[src/rtl/rkes_pkg.sv]
// ----------------------------------------------------------------------------
// rkes_pkg
// Shared types and constants for the record key exchange sorter.
// ----------------------------------------------------------------------------
package rkes_pkg;

  localparam int unsigned Depth    = 32;
  localparam int unsigned KeyWidth = 32;
  localparam int unsigned TagWidth = 16;

  // One stored record: key and tag side by side in a single RAM word
  typedef struct packed {
    logic signed [KeyWidth-1:0] key;
    logic [TagWidth-1:0]        tag;
  } rec_t;

  typedef enum logic [2:0] {
    ST_LOAD,
    ST_RD_I,
    ST_GET_I,
    ST_INNER,
    ST_WR_I,
    ST_EMIT_RD,
    ST_EMIT
  } state_e;

  typedef enum logic {
    WR_IN,
    WR_HELD
  } wr_sel_e;

  // Control from the sequencer to the datapath and the ports
  typedef struct packed {
    logic    rd_en;
    logic    wr_en;
    wr_sel_e wr_sel;
    logic    take_held;
    logic    in_ready;
    logic    out_valid;
    logic    final_item;
    logic    overflowed;
  } ctrl_t;

endpackage

[src/rtl/rkes_if.sv]
// ----------------------------------------------------------------------------
// rkes_in_if / rkes_out_if
// Valid/ready channels for incoming records and sorted results.
// ----------------------------------------------------------------------------
interface rkes_in_if;
  logic                                  valid;
  logic                                  ready;
  logic signed [rkes_pkg::KeyWidth-1:0]  key;
  logic [rkes_pkg::TagWidth-1:0]         tag;
  logic                                  is_last;

  modport source (output valid, key, tag, is_last, input ready);
  modport sink   (input valid, key, tag, is_last, output ready);
endinterface

interface rkes_out_if;
  logic                                  valid;
  logic                                  ready;
  logic signed [rkes_pkg::KeyWidth-1:0]  sorted_key;
  logic [rkes_pkg::TagWidth-1:0]         sorted_tag;
  logic                                  final_item;
  logic                                  overflowed;

  modport source (output valid, sorted_key, sorted_tag, final_item, overflowed,
                  input ready);
  modport sink   (input valid, sorted_key, sorted_tag, final_item, overflowed,
                  output ready);
endinterface

[src/rtl/rkes_ram.sv]
// ----------------------------------------------------------------------------
// rkes_ram
// Generic simple dual-port RAM: one write port, one registered read port.
// ----------------------------------------------------------------------------
module rkes_ram #(
  parameter int unsigned WIDTH = 8,
  parameter int unsigned DEPTH = 32
) (
  input  logic                     clk_i,
  input  logic                     we_i,
  input  logic [$clog2(DEPTH)-1:0] waddr_i,
  input  logic [WIDTH-1:0]         wdata_i,
  input  logic                     re_i,
  input  logic [$clog2(DEPTH)-1:0] raddr_i,
  output logic [WIDTH-1:0]         rdata_o
);

  logic [WIDTH-1:0] mem_q [DEPTH];
  logic [WIDTH-1:0] rdata_q;

  always_ff @(posedge clk_i) begin
    if (we_i) begin
      mem_q[waddr_i] <= wdata_i;
    end
  end

  // Read data holds while no read is issued
  always_ff @(posedge clk_i) begin
    if (re_i) begin
      rdata_q <= mem_q[raddr_i];
    end
  end

  assign rdata_o = rdata_q;

endmodule

[src/rtl/rkes_ctrl.sv]
// ----------------------------------------------------------------------------
// rkes_ctrl
// Sequencer: batch loading, outer/inner exchange loop, result emission.
// ----------------------------------------------------------------------------
module rkes_ctrl #(
  parameter int unsigned DEPTH = rkes_pkg::Depth
) (
  input  logic                     clk_i,
  input  logic                     rst_ni,
  input  logic                     in_valid_i,
  input  logic                     in_last_i,
  input  logic                     out_ready_i,
  input  logic                     swap_i,
  output rkes_pkg::ctrl_t          ctrl_o,
  output logic [$clog2(DEPTH)-1:0] rd_addr_o,
  output logic [$clog2(DEPTH)-1:0] wr_addr_o
);

  localparam int unsigned AW = $clog2(DEPTH);
  localparam int unsigned CW = AW + 1;

  rkes_pkg::state_e state_q, state_d;
  logic [CW-1:0]    fill_q, fill_d;
  logic             drop_q, drop_d;
  logic [AW-1:0]    i_q, i_d;
  logic [AW-1:0]    j_q, j_d;
  logic [AW-1:0]    k_q, k_d;

  logic [CW-1:0]    i_next_w;
  logic [CW-1:0]    j_next_w;
  logic [CW-1:0]    k_next_w;

  assign i_next_w = {1'b0, i_q} + CW'(1);
  assign j_next_w = {1'b0, j_q} + CW'(1);
  assign k_next_w = {1'b0, k_q} + CW'(1);

  always_ff @(posedge clk_i or negedge rst_ni) begin
    if (!rst_ni) begin
      state_q <= rkes_pkg::ST_LOAD;
      fill_q  <= '0;
      drop_q  <= 1'b0;
      i_q     <= '0;
      j_q     <= '0;
      k_q     <= '0;
    end else begin
      state_q <= state_d;
      fill_q  <= fill_d;
      drop_q  <= drop_d;
      i_q     <= i_d;
      j_q     <= j_d;
      k_q     <= k_d;
    end
  end

  always_comb begin
    state_d   = state_q;
    fill_d    = fill_q;
    drop_d    = drop_q;
    i_d       = i_q;
    j_d       = j_q;
    k_d       = k_q;
    ctrl_o    = '0;
    ctrl_o.wr_sel     = rkes_pkg::WR_IN;
    ctrl_o.overflowed = drop_q;
    rd_addr_o = i_q;
    wr_addr_o = fill_q[AW-1:0];

    unique case (state_q)
      rkes_pkg::ST_LOAD: begin
        ctrl_o.in_ready = 1'b1;
        if (in_valid_i) begin
          if (fill_q < CW'(DEPTH)) begin
            ctrl_o.wr_en = 1'b1;
            fill_d       = fill_q + CW'(1);
          end else begin
            drop_d = 1'b1;
          end
          if (in_last_i) begin
            i_d     = '0;
            state_d = rkes_pkg::ST_RD_I;
          end
        end
      end
      rkes_pkg::ST_RD_I: begin
        // Outer loop ends when no entry follows position i
        if (i_next_w >= fill_q) begin
          k_d     = '0;
          state_d = rkes_pkg::ST_EMIT_RD;
        end else begin
          ctrl_o.rd_en = 1'b1;
          rd_addr_o    = i_q;
          state_d      = rkes_pkg::ST_GET_I;
        end
      end
      rkes_pkg::ST_GET_I: begin
        ctrl_o.take_held = 1'b1;
        ctrl_o.rd_en     = 1'b1;
        rd_addr_o        = i_next_w[AW-1:0];
        j_d              = i_next_w[AW-1:0];
        state_d          = rkes_pkg::ST_INNER;
      end
      rkes_pkg::ST_INNER: begin
        // Entry j is on the read data; write back the held record on a swap
        ctrl_o.wr_en     = swap_i;
        ctrl_o.wr_sel    = rkes_pkg::WR_HELD;
        ctrl_o.take_held = swap_i;
        wr_addr_o        = j_q;
        if (j_next_w == fill_q) begin
          state_d = rkes_pkg::ST_WR_I;
        end else begin
          ctrl_o.rd_en = 1'b1;
          rd_addr_o    = j_next_w[AW-1:0];
          j_d          = j_next_w[AW-1:0];
        end
      end
      rkes_pkg::ST_WR_I: begin
        ctrl_o.wr_en  = 1'b1;
        ctrl_o.wr_sel = rkes_pkg::WR_HELD;
        wr_addr_o     = i_q;
        i_d           = i_next_w[AW-1:0];
        state_d       = rkes_pkg::ST_RD_I;
      end
      rkes_pkg::ST_EMIT_RD: begin
        ctrl_o.rd_en = 1'b1;
        rd_addr_o    = k_q;
        state_d      = rkes_pkg::ST_EMIT;
      end
      rkes_pkg::ST_EMIT: begin
        ctrl_o.out_valid  = 1'b1;
        ctrl_o.final_item = (k_next_w == fill_q);
        if (out_ready_i) begin
          if (k_next_w == fill_q) begin
            fill_d  = '0;
            drop_d  = 1'b0;
            state_d = rkes_pkg::ST_LOAD;
          end else begin
            ctrl_o.rd_en = 1'b1;
            rd_addr_o    = k_next_w[AW-1:0];
            k_d          = k_next_w[AW-1:0];
          end
        end
      end
      default: begin
        state_d = rkes_pkg::ST_LOAD;
      end
    endcase
  end

endmodule

[src/rtl/record_key_exchange_sort.sv]
// ----------------------------------------------------------------------------
// record_key_exchange_sort
// Loads a batch of key/tag records, exchange-sorts it by signed key in a
// RAM and emits the batch in ascending order.
// ----------------------------------------------------------------------------
//  channel | dir | handshake     | word
//  in_i    | in  | valid/ready   | key, tag, is_last
//  out_o   | out | valid/ready   | sorted_key, sorted_tag, final_item, overflowed
//
// Loading takes a record whenever one is offered. After the last record the
// sort makes one compare per cycle in its inner loop against the single read
// port of the record RAM. Emission then primes the read in a state of its own
// and presents the results in order, reading the next one as each is taken.
// Input is not ready from the last record until the final result is taken.
// Output stalls hold the result word; reset returns to loading, empty batch.
// ----------------------------------------------------------------------------
module record_key_exchange_sort #(
  parameter int unsigned DEPTH = rkes_pkg::Depth
) (
  input  logic       clk_i,
  input  logic       rst_ni,
  rkes_in_if.sink    in_i,
  rkes_out_if.source out_o
);

  localparam int unsigned AW = $clog2(DEPTH);

  rkes_pkg::ctrl_t ctrl;
  rkes_pkg::rec_t  held_q, held_d;
  rkes_pkg::rec_t  rd_rec;
  rkes_pkg::rec_t  in_rec;
  rkes_pkg::rec_t  wr_rec;
  logic [AW-1:0]   rd_addr;
  logic [AW-1:0]   wr_addr;
  logic            swap;

  assign in_rec.key = in_i.key;
  assign in_rec.tag = in_i.tag;

  // Held record is entry i of the outer loop; swap when it exceeds entry j
  assign swap   = held_q.key > rd_rec.key;
  assign held_d = ctrl.take_held ? rd_rec : held_q;
  assign wr_rec = (ctrl.wr_sel == rkes_pkg::WR_HELD) ? held_q : in_rec;

  always_ff @(posedge clk_i) begin
    held_q <= held_d;
  end

  rkes_ctrl #(
    .DEPTH (DEPTH)
  ) u_ctrl (
    .clk_i       (clk_i),
    .rst_ni      (rst_ni),
    .in_valid_i  (in_i.valid),
    .in_last_i   (in_i.is_last),
    .out_ready_i (out_o.ready),
    .swap_i      (swap),
    .ctrl_o      (ctrl),
    .rd_addr_o   (rd_addr),
    .wr_addr_o   (wr_addr)
  );

  rkes_ram #(
    .WIDTH ($bits(rkes_pkg::rec_t)),
    .DEPTH (DEPTH)
  ) u_ram (
    .clk_i   (clk_i),
    .we_i    (ctrl.wr_en),
    .waddr_i (wr_addr),
    .wdata_i (wr_rec),
    .re_i    (ctrl.rd_en),
    .raddr_i (rd_addr),
    .rdata_o (rd_rec)
  );

  assign in_i.ready       = ctrl.in_ready;
  assign out_o.valid      = ctrl.out_valid;
  assign out_o.sorted_key = rd_rec.key;
  assign out_o.sorted_tag = rd_rec.tag;
  assign out_o.final_item = ctrl.final_item;
  assign out_o.overflowed = ctrl.overflowed;

endmodule

[src/flat_wrapper.sv]
// flat-port wrapper written by rule: the top's interface ports become plain ports
module record_key_exchange_sort_flat 
#(
  parameter int unsigned DEPTH = rkes_pkg::Depth
)
  (clk_i, rst_ni, in_i_valid, in_i_key, in_i_tag, in_i_is_last, in_i_ready, out_o_valid, out_o_sorted_key, out_o_sorted_tag, out_o_final_item, out_o_overflowed, out_o_ready);
  rkes_in_if in_i_i ();
  rkes_out_if out_o_i ();
  input  logic clk_i;
  input  logic rst_ni;
  input wire logic [$bits(in_i_i.valid)-1:0] in_i_valid;
  input wire logic [$bits(in_i_i.key)-1:0] in_i_key;
  input wire logic [$bits(in_i_i.tag)-1:0] in_i_tag;
  input wire logic [$bits(in_i_i.is_last)-1:0] in_i_is_last;
  output wire logic [$bits(in_i_i.ready)-1:0] in_i_ready;
  output wire logic [$bits(out_o_i.valid)-1:0] out_o_valid;
  output wire logic [$bits(out_o_i.sorted_key)-1:0] out_o_sorted_key;
  output wire logic [$bits(out_o_i.sorted_tag)-1:0] out_o_sorted_tag;
  output wire logic [$bits(out_o_i.final_item)-1:0] out_o_final_item;
  output wire logic [$bits(out_o_i.overflowed)-1:0] out_o_overflowed;
  input wire logic [$bits(out_o_i.ready)-1:0] out_o_ready;
  assign in_i_i.valid = in_i_valid;
  assign in_i_i.key = in_i_key;
  assign in_i_i.tag = in_i_tag;
  assign in_i_i.is_last = in_i_is_last;
  assign in_i_ready = in_i_i.ready;
  assign out_o_valid = out_o_i.valid;
  assign out_o_sorted_key = out_o_i.sorted_key;
  assign out_o_sorted_tag = out_o_i.sorted_tag;
  assign out_o_final_item = out_o_i.final_item;
  assign out_o_overflowed = out_o_i.overflowed;
  assign out_o_i.ready = out_o_ready;
  record_key_exchange_sort #(.DEPTH(DEPTH)) u_core (.clk_i(clk_i), .rst_ni(rst_ni), .in_i(in_i_i), .out_o(out_o_i));
endmodule
[config.mk]
export PLATFORM = sky130hd
export DESIGN_NAME = record_key_exchange_sort_flat
export DESIGN_NICKNAME = d
export VERILOG_FILES = /design/src/rtl/rkes_pkg.sv /design/src/rtl/rkes_if.sv /design/src/rtl/rkes_ram.sv /design/src/rtl/rkes_ctrl.sv /design/src/rtl/record_key_exchange_sort.sv /design/src/flat_wrapper.sv
export SDC_FILE = /design/constraint.sdc
export NUM_CORES = 2
export LEC_CHECK = 0
export BUFFER_PORTS_ARGS = -buffer_cell sky130_fd_sc_hd__clkbuf_2
export CAP_MARGIN = 0
export CORE_MARGIN = 2
export CORE_UTILIZATION = 30
export CTS_CLUSTER_SIZE = 30
export DETAILED_ROUTE_END_ITERATION = 7
export PLACE_DENSITY_LB_ADDON = 0.08
export RECOVER_POWER = 100
export SLEW_MARGIN = 20
export SYNTH_ARGS = -nofsm -noshare
export SYNTH_HDL_FRONTEND = slang
export SYNTH_HIERARCHICAL = 1
export SYNTH_SLANG_ARGS = --single-unit
[constraint.sdc]
create_clock -name clk_i -period 10.1 [get_ports clk_i]
set_input_delay 1.515 -clock clk_i [delete_from_list [all_inputs] [get_ports clk_i]]
set_output_delay 1.515 -clock clk_i [all_outputs]
set_load 0.05 [all_outputs]
==> metrics.txt <==
synth cell count leaders edfxtp_1 (1,632), mux2i_1 (771), nand2_1 (175); post-layout minimum cycle time 7.599 ns; element type at the critical path start register; horizontal die dimension 474.2 um; mean cell area of the mapped netlist 17.17 um^2; top layer in use met5; standard cell with the maximum stage delay on the critical path clkbuf_1; First-pass DRT Iterations 6; clock latency at the later pin of the worst-skew pair 0.83 ns; required time reported for the critical path endpoint 10.42 ns; portion of the post-synthesis area used by sequential elements 74.84%; count of clock tree sinks 1,657; Tightest Pin Transition 3.762 ns; syn_nets 3,958; number of flops mapped to enable cells by yosys 1,632; die area 224,800 um^2; Worst Path Class, Setup register to register; count of antenna-violating nets left after detailed routing 0; DRC 0; RSZ-0062 raised after global routing no; row count 172; hpwl dp 118,000 um; Hold Buf Count CTS 0; wire length on met3 8422 um; Setup Skew 0.04113 ns; Critical Path Fanout Max 48; Max Buffers Root-to-Sink 3; final setup violation count 0; maximum operating frequency 131.6 MHz; Final Max Slew Viols 778; via count of the first global-routing pass 35,136; antenna violations before repair 13; setup total negative slack 0 ns; port bufs 104; max-capacitance violation count 29; Die Y 474.2 um; most frequent cell after synthesis edfxtp_1; root buffer cell clkbuf_16; share of the synthesized area in the top cell type 73.90%; Yosys warnings 6; global-route wire length before repair 282,900 um; worst max-slew margin expressed relative to the limit -150.8%; met2 routed WL 92,230 um; synth top area cells edfxtp_1 (74%), mux2i_1 (12%), a22oi_1 (1.7%); period utilisation layout 75.24%; total overflow reported by the global router 0; Hold WC Path Type register to register; growth of design area from synthesis to finish 14.43%; GRT Overall Usage 17.83%; buffers and inverters on the worst path 5; Total Nets Final 4,114; outcome complete, but fails checks; post-synthesis cell area 66,310 um^2; DR vias/cell 4.896; wirelength, routed 202,900 um; number of buffers inserted by post-CTS setup repair 0; failing checks max-capacitance violations, max-slew violations; Async S/R FF share, synth 1.509%; ratio of cells with drive above 1 in the final layout 9.469%; ordered cell list for the critical path inv_1 > nor2_1 > nor2_1 > clkinvlp_2 > buf_4 > o21ai_0 > clkbuf_1 > nand3b_1 > nor2_4 > clkbuf_1; Initial DRC Count 2,771; pin count of the biggest net entering global routing 118; via count 34,979; DR WL/cell 28.39 um; post-synthesis cell count 3,863; delay of the slowest cell on the worst path 2.62 ns; gate family responsible for the most delay along the worst path buffers and inverters; fill cell instance count of the final layout 20,948; routability congestion estimate 0.7441; core area 219,700 um^2; total routed wire length on the met1 layer 97,740 um; count of cell types in the netlist 72; clock transition at the registers of the reported paths 0.06 ns; predominant post-synthesis flop cell edfxtp_1; num ports 105; Worst R2R Setup Slack 2.50 ns; number of gates given a new drive strength after cts 0; #FFs+latches synth 1,657; TritonCTS clock tree yes; Num CTS Buffers 190; critical path endpoint category register; number of H-tree branching levels 4; final hold violation count 0; worst path arrival time 7.92 ns; largest area contributor in the netlist edfxtp_1; Starting Density 30.18%
## state kept, by name (all words and copies together) (netlist names)
name,count
u_core/u_ram/mem_q,1536
u_core/held_q,48
u_core/u_ram/rdata_o,48
u_core/u_ctrl/fill_q,6
u_core/u_ctrl/i_q,5
u_core/u_ctrl/j_q,5
u_core/u_ctrl/k_q,5
u_core/u_ctrl/state_q,3
u_core/u_ctrl/drop_q,1
## cells in the final DEF (no fill, tap or decap), drive strengths merged, types with 7 or more instances in the layout
| cell type | netlist | layout |
|---|---|---|
| dfrtp | 25 | 25 |
| ha | 42 | 42 |
| bufinv | 0 | 10 |
| edfxtp | 1632 | 1632 |
| clkinv | 0 | 82 |
| mux2 | 48 | 48 |
| buf | 146 | 65 |
| nor2b | 7 | 7 |
| nand2 | 175 | 175 |
| clkbuf | 75 | 375 |
| a22o | 100 | 100 |
| nand3 | 156 | 156 |
| nand4 | 9 | 9 |
| a21oi | 168 | 168 |
| nor2 | 60 | 60 |
| a31oi | 56 | 56 |
| nand2b | 7 | 7 |
| inv | 45 | 51 |
| mux2i | 771 | 771 |
| a22oi | 152 | 152 |
| xor2 | 10 | 10 |
| o21ai | 35 | 35 |
| nor3 | 54 | 54 |
| xnor2 | 14 | 14 |
## cells by family after synthesis
logic type / count (synthesis) / synth area share (%)
XOR/XNOR: 25 / 0.3623
flip-flops: 1657 / 74.84
AO/OA/AOI/OAI: 556 / 5.675
AND/OR/NAND/NOR: 498 / 3.474
buffers and inverters: 266 / 2.400
adder cells (fa/ha/maj): 42 / 0.7924
multiplexers: 819 / 12.45
## per-stage QoR
stage	instances	instance area, um^2	hold slack [ns]	utilization, %	setup WS [ns]
6_report	7145	75880	0.4609	34.54	2.501
3_3_place_gp	6779	70130	0.4485	31.92	4.150
3_5_place_dp	6785	70260	0.4534	31.98	4.146
5_1_grt	7141	75870	0.4883	34.53	1.927
4_1_cts	7140	76210	0.4691	34.69	4.090
2_1_floorplan	3863	66310	0.4865	-	4.592
## routing by layer
layer	GRT usage, %	vias up
li1	-	15611
met1	25.69	18413
met2	27.82	693
met3	3.023	258
met4	4.430	4
met5	0	-
## worst paths after layout
check	from	to	cells past startpoint
setup / recovery	u_core/u_ctrl/state_q[0]$_DFFE_PN0P_	u_core/u_ram/mem_q[13][18]$_DFFE_PP_	10
hold / removal	u_core/u_ram/rdata_o[8]$_DFFE_PP_	u_core/held_q[8]$_DFFE_PP_	0
setup reg to reg	u_core/u_ctrl/state_q[0]$_DFFE_PN0P_	u_core/u_ram/mem_q[13][18]$_DFFE_PP_	10
hold reg to reg	u_core/u_ram/rdata_o[8]$_DFFE_PP_	u_core/held_q[8]$_DFFE_PP_	0
max in group asynchronous	rst_ni	u_core/u_ctrl/k_q[4]$_DFFE_PN0P_	1
min in group asynchronous	rst_ni	u_core/u_ctrl/i_q[2]$_DFFE_PN0P_	1
## worst reg2reg max path: cells and delay by family (launching register included)
kind                   cells  cell delay (ns)
buffers and inverters      5             4.79
flip-flops                 1             0.60
AND/OR/NAND/NOR            4             1.41
AO/OA/AOI/OAI              1             0.18
## cell type report
class	count	area, um^2	area share (%)
antenna	5	12.51	0.01649
clock buffer	255	5145	6.780
clock inverter	100	805.8	1.062
timing repair buffer	185	1202	1.585
tap	2958	3701	4.877
sequential	1657	49630	65.41
multi-input combinational	1940	15210	20.05
inverter	45	170.2	0.2242
Power is left out: the tool's default activity adds up to more than one toggle a clock period on the data nets, which glitch-free logic cannot reach.
